--- config.mk ---
export PLATFORM = sky130hd
export DESIGN_NAME = serial_loaded_bank_mapper_top
export DESIGN_NICKNAME = d
export VERILOG_FILES = /design/src/sv/slbm_pkg.sv /design/src/sv/slbm_regs.sv /design/src/sv/slbm_map.sv /design/src/sv/serial_loaded_bank_mapper_top.sv
export SDC_FILE = /design/constraint.sdc
export NUM_CORES = 1
export LEC_CHECK = 0
export BUFFER_PORTS_ARGS = -buffer_cell sky130_fd_sc_hd__clkbuf_2
export CORE_ASPECT_RATIO = 1.2
export CORE_UTILIZATION = 49
export CTS_BUF_LIST = sky130_fd_sc_hd__clkbuf_16
export DETAILED_ROUTE_END_ITERATION = 8
export PLACE_DENSITY = 0.76
export SLEW_MARGIN = 40
export SYNTH_ARGS = -nofsm -noshare
export SYNTH_HDL_FRONTEND = slang
export SYNTH_SLANG_ARGS = --single-unit
--- constraint.sdc ---
create_clock -name clk -period 2.1 [get_ports clk]
set_input_delay 0.315 -clock clk [delete_from_list [all_inputs] [get_ports clk]]
set_output_delay 0.315 -clock clk [all_outputs]
set_load 0.02 [all_outputs]
--- src/sv/slbm_pkg.sv ---
`timescale 1ns / 1ps

package slbm_pkg;

  localparam int unsigned CfgIdxW  = 1;
  localparam int unsigned CfgDataW = 5;

  localparam logic [CfgIdxW-1:0] CFG_PRG_BANK_COUNT    = 1'd0;
  localparam logic [CfgIdxW-1:0] CFG_START_VERT_MIRROR = 1'd1;

  localparam logic [4:0] CTRL_RESET_VAL     = 5'h0C;
  localparam logic [4:0] PRG_COUNT_RESET    = 5'd2;
  localparam logic       MIRROR_RESET       = 1'b0;

  localparam logic       OP_READ  = 1'b0;
  localparam logic       OP_WRITE = 1'b1;

  localparam logic [1:0] MIRROR_CODE_VERT  = 2'd2;
  localparam logic [1:0] MIRROR_CODE_HORIZ = 2'd3;

  localparam logic [1:0] REG_SEL_CONTROL = 2'd0;
  localparam logic [1:0] REG_SEL_CHR_LOW = 2'd1;
  localparam logic [1:0] REG_SEL_CHR_HI  = 2'd2;
  localparam logic [1:0] REG_SEL_PRG     = 2'd3;

  localparam logic [2:0] SERIAL_LAST = 3'd5;

  typedef enum logic [2:0] {
    TGT_CHR      = 3'd0,
    TGT_PRG_RAM  = 3'd1,
    TGT_PRG_ROM  = 3'd2,
    TGT_UNMAPPED = 3'd3,
    TGT_REG_WR   = 3'd4
  } target_t;

  typedef struct packed {
    logic [4:0] serial_value;
    logic [2:0] serial_count;
    logic [4:0] control;
    logic [4:0] chr_low;
    logic [4:0] chr_high;
    logic [3:0] prg_sel;
    logic [4:0] prg_bank_count;
    logic       mirror;
  } map_state_t;

  typedef struct packed {
    target_t     target;
    logic [17:0] offset;
    logic        store_enable;
    logic [7:0]  store_data;
    logic        mirror_vertical;
  } map_result_t;

endpackage

--- src/sv/slbm_regs.sv ---
`timescale 1ns / 1ps

module slbm_regs (
  input  logic                             clk,
  input  logic                             rst_n,
  input  logic                             cfg_we,
  input  logic [slbm_pkg::CfgIdxW-1:0]     cfg_index,
  input  logic [slbm_pkg::CfgDataW-1:0]    cfg_wdata,
  input  logic                             step,
  input  logic                             opcode,
  input  logic [15:0]                      address,
  input  logic [7:0]                       data_in,
  output slbm_pkg::map_state_t             state,
  output logic                             mirror_after
);

  slbm_pkg::map_state_t st_r;
  slbm_pkg::map_state_t st_nxt;
  logic                 reg_wr;
  logic [2:0]           cnt_inc;
  logic [4:0]           shift_val;
  logic                 refresh;

  always_comb begin
    st_nxt    = st_r;
    reg_wr    = step && (opcode == slbm_pkg::OP_WRITE) && address[15];
    cnt_inc   = st_r.serial_count + 3'd1;
    shift_val = {data_in[0], st_r.serial_value[4:1]};
    refresh   = 1'b0;

    if (cfg_we) begin
      unique case (cfg_index)
        slbm_pkg::CFG_PRG_BANK_COUNT:    st_nxt.prg_bank_count = cfg_wdata;
        slbm_pkg::CFG_START_VERT_MIRROR: st_nxt.mirror = cfg_wdata[0];
        default: ;
      endcase
    end

    if (reg_wr) begin
      if (data_in[7]) begin
        st_nxt.serial_value = '0;
        st_nxt.serial_count = '0;
        st_nxt.control      = st_r.control | slbm_pkg::CTRL_RESET_VAL;
        refresh             = 1'b1;
      end else if (cnt_inc >= slbm_pkg::SERIAL_LAST) begin
        st_nxt.serial_value = '0;
        st_nxt.serial_count = '0;
        refresh             = 1'b1;
        unique case (address[14:13])
          slbm_pkg::REG_SEL_CONTROL: st_nxt.control  = shift_val;
          slbm_pkg::REG_SEL_CHR_LOW: st_nxt.chr_low  = shift_val;
          slbm_pkg::REG_SEL_CHR_HI:  st_nxt.chr_high = shift_val;
          slbm_pkg::REG_SEL_PRG:     st_nxt.prg_sel  = shift_val[3:0];
          default: ;
        endcase
      end else begin
        st_nxt.serial_value = shift_val;
        st_nxt.serial_count = cnt_inc;
      end
    end

    if (refresh) begin
      if (st_nxt.control[1:0] == slbm_pkg::MIRROR_CODE_VERT) begin
        st_nxt.mirror = 1'b1;
      end else if (st_nxt.control[1:0] == slbm_pkg::MIRROR_CODE_HORIZ) begin
        st_nxt.mirror = 1'b0;
      end
    end
  end

  always_ff @(posedge clk) begin
    if (!rst_n) begin
      st_r.serial_value   <= '0;
      st_r.serial_count   <= '0;
      st_r.control        <= slbm_pkg::CTRL_RESET_VAL;
      st_r.chr_low        <= '0;
      st_r.chr_high       <= '0;
      st_r.prg_sel        <= '0;
      st_r.prg_bank_count <= slbm_pkg::PRG_COUNT_RESET;
      st_r.mirror         <= slbm_pkg::MIRROR_RESET;
    end else begin
      st_r <= st_nxt;
    end
  end

  assign state        = st_r;
  assign mirror_after = st_nxt.mirror;

  a_count_range: assert property (@(posedge clk) disable iff (!rst_n)
    st_r.serial_count < slbm_pkg::SERIAL_LAST)
    else $error("serial count out of range");

  a_reset_write_ctrl: assert property (@(posedge clk) disable iff (!rst_n)
    (reg_wr && data_in[7]) |=> (st_r.control[3:2] == 2'b11 && st_r.serial_count == 3'd0))
    else $error("reset write did not force control bits");

  a_no_reg_change: assert property (@(posedge clk) disable iff (!rst_n)
    (!reg_wr && !cfg_we) |=> ($stable(st_r.control) && $stable(st_r.serial_count)
                              && $stable(st_r.mirror)))
    else $error("mapper state changed without a register write");

endmodule

--- src/sv/slbm_map.sv ---
`timescale 1ns / 1ps

module slbm_map (
  input  slbm_pkg::map_state_t  state,
  input  logic                  mirror_after,
  input  logic                  opcode,
  input  logic [15:0]           address,
  input  logic [7:0]            data_in,
  output slbm_pkg::map_result_t result
);

  logic [4:0] chr_bank;
  logic [3:0] prg_bank;
  logic       chr_upper;
  logic       prg_upper;
  logic [4:0] last_bank;

  always_comb begin
    chr_upper = address[12];
    prg_upper = address[14];
    last_bank = state.prg_bank_count - 5'd1;

    if (state.control[4]) begin
      chr_bank = chr_upper ? state.chr_high : state.chr_low;
    end else begin
      chr_bank = {state.chr_low[4:1], chr_upper};
    end

    if (state.control[3]) begin
      if (state.control[2]) begin
        prg_bank = prg_upper ? last_bank[3:0] : state.prg_sel;
      end else begin
        prg_bank = prg_upper ? state.prg_sel : 4'd0;
      end
    end else begin
      prg_bank = {state.prg_sel[3:1], prg_upper};
    end

    result.target          = slbm_pkg::TGT_UNMAPPED;
    result.offset          = '0;
    result.store_enable    = 1'b0;
    result.store_data      = '0;
    result.mirror_vertical = mirror_after;

    priority if (address[15:13] == 3'b000) begin
      result.target       = slbm_pkg::TGT_CHR;
      result.offset       = {1'b0, chr_bank, address[11:0]};
      result.store_enable = opcode;
    end else if (address[15:13] == 3'b011) begin
      result.target       = slbm_pkg::TGT_PRG_RAM;
      result.offset       = {5'd0, address[12:0]};
      result.store_enable = opcode;
    end else if (!address[15]) begin
      result.target = slbm_pkg::TGT_UNMAPPED;
    end else if (opcode == slbm_pkg::OP_READ) begin
      result.target = slbm_pkg::TGT_PRG_ROM;
      result.offset = {prg_bank, address[13:0]};
    end else begin
      result.target = slbm_pkg::TGT_REG_WR;
    end

    if (result.store_enable) begin
      result.store_data = data_in;
    end
  end

endmodule

--- src/sv/serial_loaded_bank_mapper_top.sv ---
`timescale 1ns / 1ps
// channel | ports    | tuser         | tdata
// --------+----------+---------------+-------------------------------------------
// in      | in_*     | [0] opcode    | [15:0] address, [23:16] data_in
// out     | out_*    | [2:0] target  | [17:0] offset, [18] store_enable,
//         |          |               | [26:19] store_data, [27] mirror_vertical
// cfg     | cfg_*    | index 0 prg_bank_count, index 1 start_vertical_mirror
//
// One request per cycle while results are accepted; stages: input register,
// decode and serial load, result register.
// Reset (rst_n, synchronous) empties both registers and restores the mapper state.
// A stalled result holds the input register; a new request is still taken in
// the cycle the result leaves.

module serial_loaded_bank_mapper_top (
  input  logic                          clk,
  input  logic                          rst_n,
  input  logic                          cfg_we,
  input  logic [slbm_pkg::CfgIdxW-1:0]  cfg_index,
  input  logic [slbm_pkg::CfgDataW-1:0] cfg_wdata,
  input  logic                          in_tvalid,
  output logic                          in_tready,
  input  logic [23:0]                   in_tdata,   // address, data_in
  input  logic [0:0]                    in_tuser,   // opcode
  output logic                          out_tvalid,
  input  logic                          out_tready,
  output logic [31:0]                   out_tdata,  // offset, store_enable, store_data,
                                                    // mirror_vertical, zero pad
  output logic [2:0]                    out_tuser   // target
);

  logic                  in_valid_r;
  logic                  opcode_r;
  logic [15:0]           address_r;
  logic [7:0]            data_r;
  logic                  out_valid_r;
  slbm_pkg::map_result_t res_r;
  slbm_pkg::map_result_t res_nxt;
  slbm_pkg::map_state_t  state;
  logic                  mirror_after;
  logic                  advance;

  assign advance   = in_valid_r && (!out_valid_r || out_tready);
  assign in_tready = !in_valid_r || advance;

  always_ff @(posedge clk) begin
    if (!rst_n) begin
      in_valid_r <= 1'b0;
    end else if (in_tready) begin
      in_valid_r <= in_tvalid;
    end
  end

  always_ff @(posedge clk) begin
    if (in_tready && in_tvalid) begin
      opcode_r  <= in_tuser[0];
      address_r <= in_tdata[15:0];
      data_r    <= in_tdata[23:16];
    end
  end

  slbm_regs u_regs (
    .clk          (clk),
    .rst_n        (rst_n),
    .cfg_we       (cfg_we),
    .cfg_index    (cfg_index),
    .cfg_wdata    (cfg_wdata),
    .step         (advance),
    .opcode       (opcode_r),
    .address      (address_r),
    .data_in      (data_r),
    .state        (state),
    .mirror_after (mirror_after)
  );

  slbm_map u_map (
    .state        (state),
    .mirror_after (mirror_after),
    .opcode       (opcode_r),
    .address      (address_r),
    .data_in      (data_r),
    .result       (res_nxt)
  );

  always_ff @(posedge clk) begin
    if (!rst_n) begin
      out_valid_r <= 1'b0;
    end else if (advance) begin
      out_valid_r <= 1'b1;
    end else if (out_tready) begin
      out_valid_r <= 1'b0;
    end
  end

  always_ff @(posedge clk) begin
    if (advance) begin
      res_r <= res_nxt;
    end
  end

  assign out_tvalid = out_valid_r;
  assign out_tuser  = res_r.target;
  assign out_tdata  = {4'd0, res_r.mirror_vertical, res_r.store_data,
                       res_r.store_enable, res_r.offset};

  a_ready_when_empty: assert property (@(posedge clk) disable iff (!rst_n)
    (!out_valid_r) |-> in_tready)
    else $error("input stalled with result register empty");

  a_advance_fills: assert property (@(posedge clk) disable iff (!rst_n)
    advance |=> out_valid_r)
    else $error("processed request not presented");

  a_store_only_mem: assert property (@(posedge clk) disable iff (!rst_n)
    (out_valid_r && res_r.store_enable) |->
      (res_r.target == slbm_pkg::TGT_CHR || res_r.target == slbm_pkg::TGT_PRG_RAM))
    else $error("store flagged outside CHR or PRG RAM");

endmodule
==> results.json <==
{
  "status": "completed",
  "rsz0062_at_grt": "no",
  "syn_inst": 290,
  "dp_slack_ns": 0.0546,
  "initial_core_util_pct": 50.8,
  "yosys.area.top_type_share_pct": 48.0,
  "ys_async_sr_fraction_pct": 0,
  "antenna_found_initial": 0,
  "drv_cap": 0,
  "dp_cells": 436,
  "wl_per_cell_um": 14.7,
  "power.density_mw_per_mm2": 899,
  "critPathMaxFanout": 5,
  "ys_seq_elements": 89,
  "synthDistinctLibCells": 34,
  "power_switching_mw": 0.844,
  "critPathLaunchType": "flop",
  "grt_pass1_vias": 2221,
  "holdBufCountCts": 0,
  "core_mm2": 0.00690,
  "drtPass1Iterations": 5,
  "worstSetupPathType": "flop to flop",
  "switching_share_pct": 22.2,
  "pwr-share-seq_pct": 51.6,
  "setup_ws_ns": 0.0938,
  "cp-end-kind": "flop",
  "cts_resized": 0,
  "routabilityCongestion": 0.819,
  "die_area_mm2": 0.00750,
  "finalCritPeriodShare_pct": 95.5,
  "num_rows": 33,
  "dp_hpwl_um": 4570,
  "cts_tree": "built",
  "r2r_cells": 7,
  "synth_area_mm2": 0.00351,
  "grt_usage_pct": 18.8,
  "grt_max_degree": 32,
  "arrival_ns": 2.27,
  "setup-violations-final": 0,
  "clock_sinks": 89,
  "irDropWorstVdd_mv": 0.645,
  "drive_above_1_share_pct": 26.8,
  "finalHoldViolations": 0,
  "die_h_um": 94.7,
  "holdWs_ns": 0.146,
  "whs_path_depth": 1,
  "required_ns": 2.36,
  "fillerInstances": 519,
  "grt_overflow": 0,
  "p_int_mw": 2.95,
  "synth_seq_area_share_pct": 66.8,
  "synth_area_per_cell_um2": 12.1,
  "fin_nets": 399,
  "synth_top_area_cell": "edfxtp_1",
  "setup_tns_ns": 0,
  "synth_edf_count": 56,
  "pwr-share-comb_pct": 6.2,
  "post_cts_buffers": 0,
  "grt_pass1_wl_um": 10300,
  "drc": 0,
  "clock_latency_ns": 0.34,
  "synth_area_leaders": "edfxtp_1, dfxtp_1, mux2i_1, and2_1, nor2_1",
  "cts_inserted_buffers": 9,
  "max_slew_margin_pct": 52.4,
  "drtAntennaViolNets": 0,
  "tightestPinTransition_ns": 0.714,
  "stdcell_count": 452,
  "dr_total_vias": 2393,
  "min_period_ns": 2.01,
  "synthToLayoutAreaGrowth_pct": 20.4,
  "leakagePower_nw": 1.72,
  "ys.flop_type": "edfxtp_1",
  "yosysWarnings": 0,
  "ios": 73,
  "max_clock_freq_ghz": 0.498,
  "wirelength_um": 6640,
  "p_clk_share_pct": 42.2,
  "final_util_pct": 61.2,
  "min_path_type": "primary input to flop",
  "drtIter0Drc": 236,
  "slew_violations": 0,
  "portBuffers": 67,
  "cts_root_buf": "clkbuf_16",
  "cts_htree_levels": 3,
  "fin_worst_skew_ns": 0.00890,
  "clk_pin_slew_ns": 0.07,
  "clockBufferDepth": 2,
  "antenna_cells": 0,
  "die_x_um": 79.2,
  "vias_per_cell": 5.29
}
[stage by stage]
| step | total power, mW | cell area (um^2) |
|---|---|---|
| global placement | 2.22 | 3910 |
| CTS | 3.81 | 4220 |
| global route | 3.92 | 4220 |
| detailed placement | 2.23 | 3910 |
| floorplan | 2.14 | 3520 |
| finish | 3.79 | 4220 |
[power by group through the flow]
stage	combinational, mW	clock, mW	sequential (mW)
floorplan	0.118	0	2.02
global placement	0.229	0	1.99
detailed placement	0.237	0	2.00
CTS	0.237	1.62	1.96
global route	0.259	1.70	1.96
finish	0.236	1.60	1.96
[registers in the layout, indices dropped and copies added, names as in the netlist]
| name | flops |
|---|---|
| out_tdata | 28 |
| data_r | 8 |
| address_r | 16 |
| in_valid_r | 1 |
| out_tuser | 3 |
| opcode_r | 1 |
| u_regs.state | 31 |
| out_tvalid | 1 |
[cells in the final DEF, fill, tap and decap left out, drive strengths merged, types with 3 or more instances in the layout]
cell	n
o21ai	15
and3	8
ha	3
buf	7
dfxtp	33
clkbuf	76
nor2	25
conb	4
mux2i	13
nand3	13
nand2	20
edfxtp	56
a21oi	9
a22oi	10
inv	18
and2	17
nand4	3
nor3	4
o22ai	9
[layer usage]
metal / wire length, um / vias up / GRT usage (%)
met4: 174 / 0 / 10.5
met1: 2680 / 1122 / 21.6
met3: 300 / 17 / 4.15
met5: 0 / - / 0
li1: - / 1170 / -
met2: 3490 / 84 / 32.3
[cell families (layout without fill, tap and decap cells)]
| group | after synthesis | count (layout) | share of synthesized area [%] |
|---|---|---|---|
| buffers and inverters | 32 | 104 | 4.50 |
| AND/OR/NAND/NOR | 102 | 102 | 15.1 |
| XOR/XNOR | 3 | 3 | 0.750 |
| adder cells (fa/ha/maj) | 3 | 3 | 1.07 |
| AO/OA/AOI/OAI | 47 | 47 | 7.99 |
| flip-flops | 89 | 89 | 66.8 |
| other | 1 | 4 | 0.107 |
| multiplexers | 13 | 13 | 3.71 |
[synthesized netlist by cell type (all sizes together) (4+ instances only)]
cell / instances
a21oi: 9
nand3: 13
mux2i: 13
buf: 8
and2: 17
o22ai: 9
nand2: 20
o21ai: 15
and3: 8
nor2: 25
clkbuf: 10
edfxtp: 56
nor3: 4
inv: 14
a22oi: 10
dfxtp: 33
[cell type report]
type                            instances  area, um^2  area share, %
Timing Repair Buffer                   74         388           9.19
Inverter                               14        52.6           1.25
Sequential cell                        89        2340           55.5
Tap cell                               87         109           2.58
Clock buffer                            9         225           5.34
Clock inverter                          7        77.6           1.84
Multi-Input combinational cell        172        1020           24.3
[worst max-delay path, stage by stage (launching register included)]
cell and delay, ns:
dfxtp_2 0.36, inv_1 0.05, ha_1 0.31, or3b_4 0.43
a31oi_1 0.21, nor3b_1 0.08, or3_1 0.36, a21oi_1 0.13
[final timing paths]
kind / start / end / slack [ns]
max: u_regs.state[25] / u_regs.state[0] / 0.09
min: in_tdata[5] / address_r[5] / 0.15
max reg2reg: u_regs.state[25] / u_regs.state[0] / 0.09
min reg2reg: u_regs.state[17] / u_regs.state[17] / 0.48
Power figures use the tool's default switching activity.
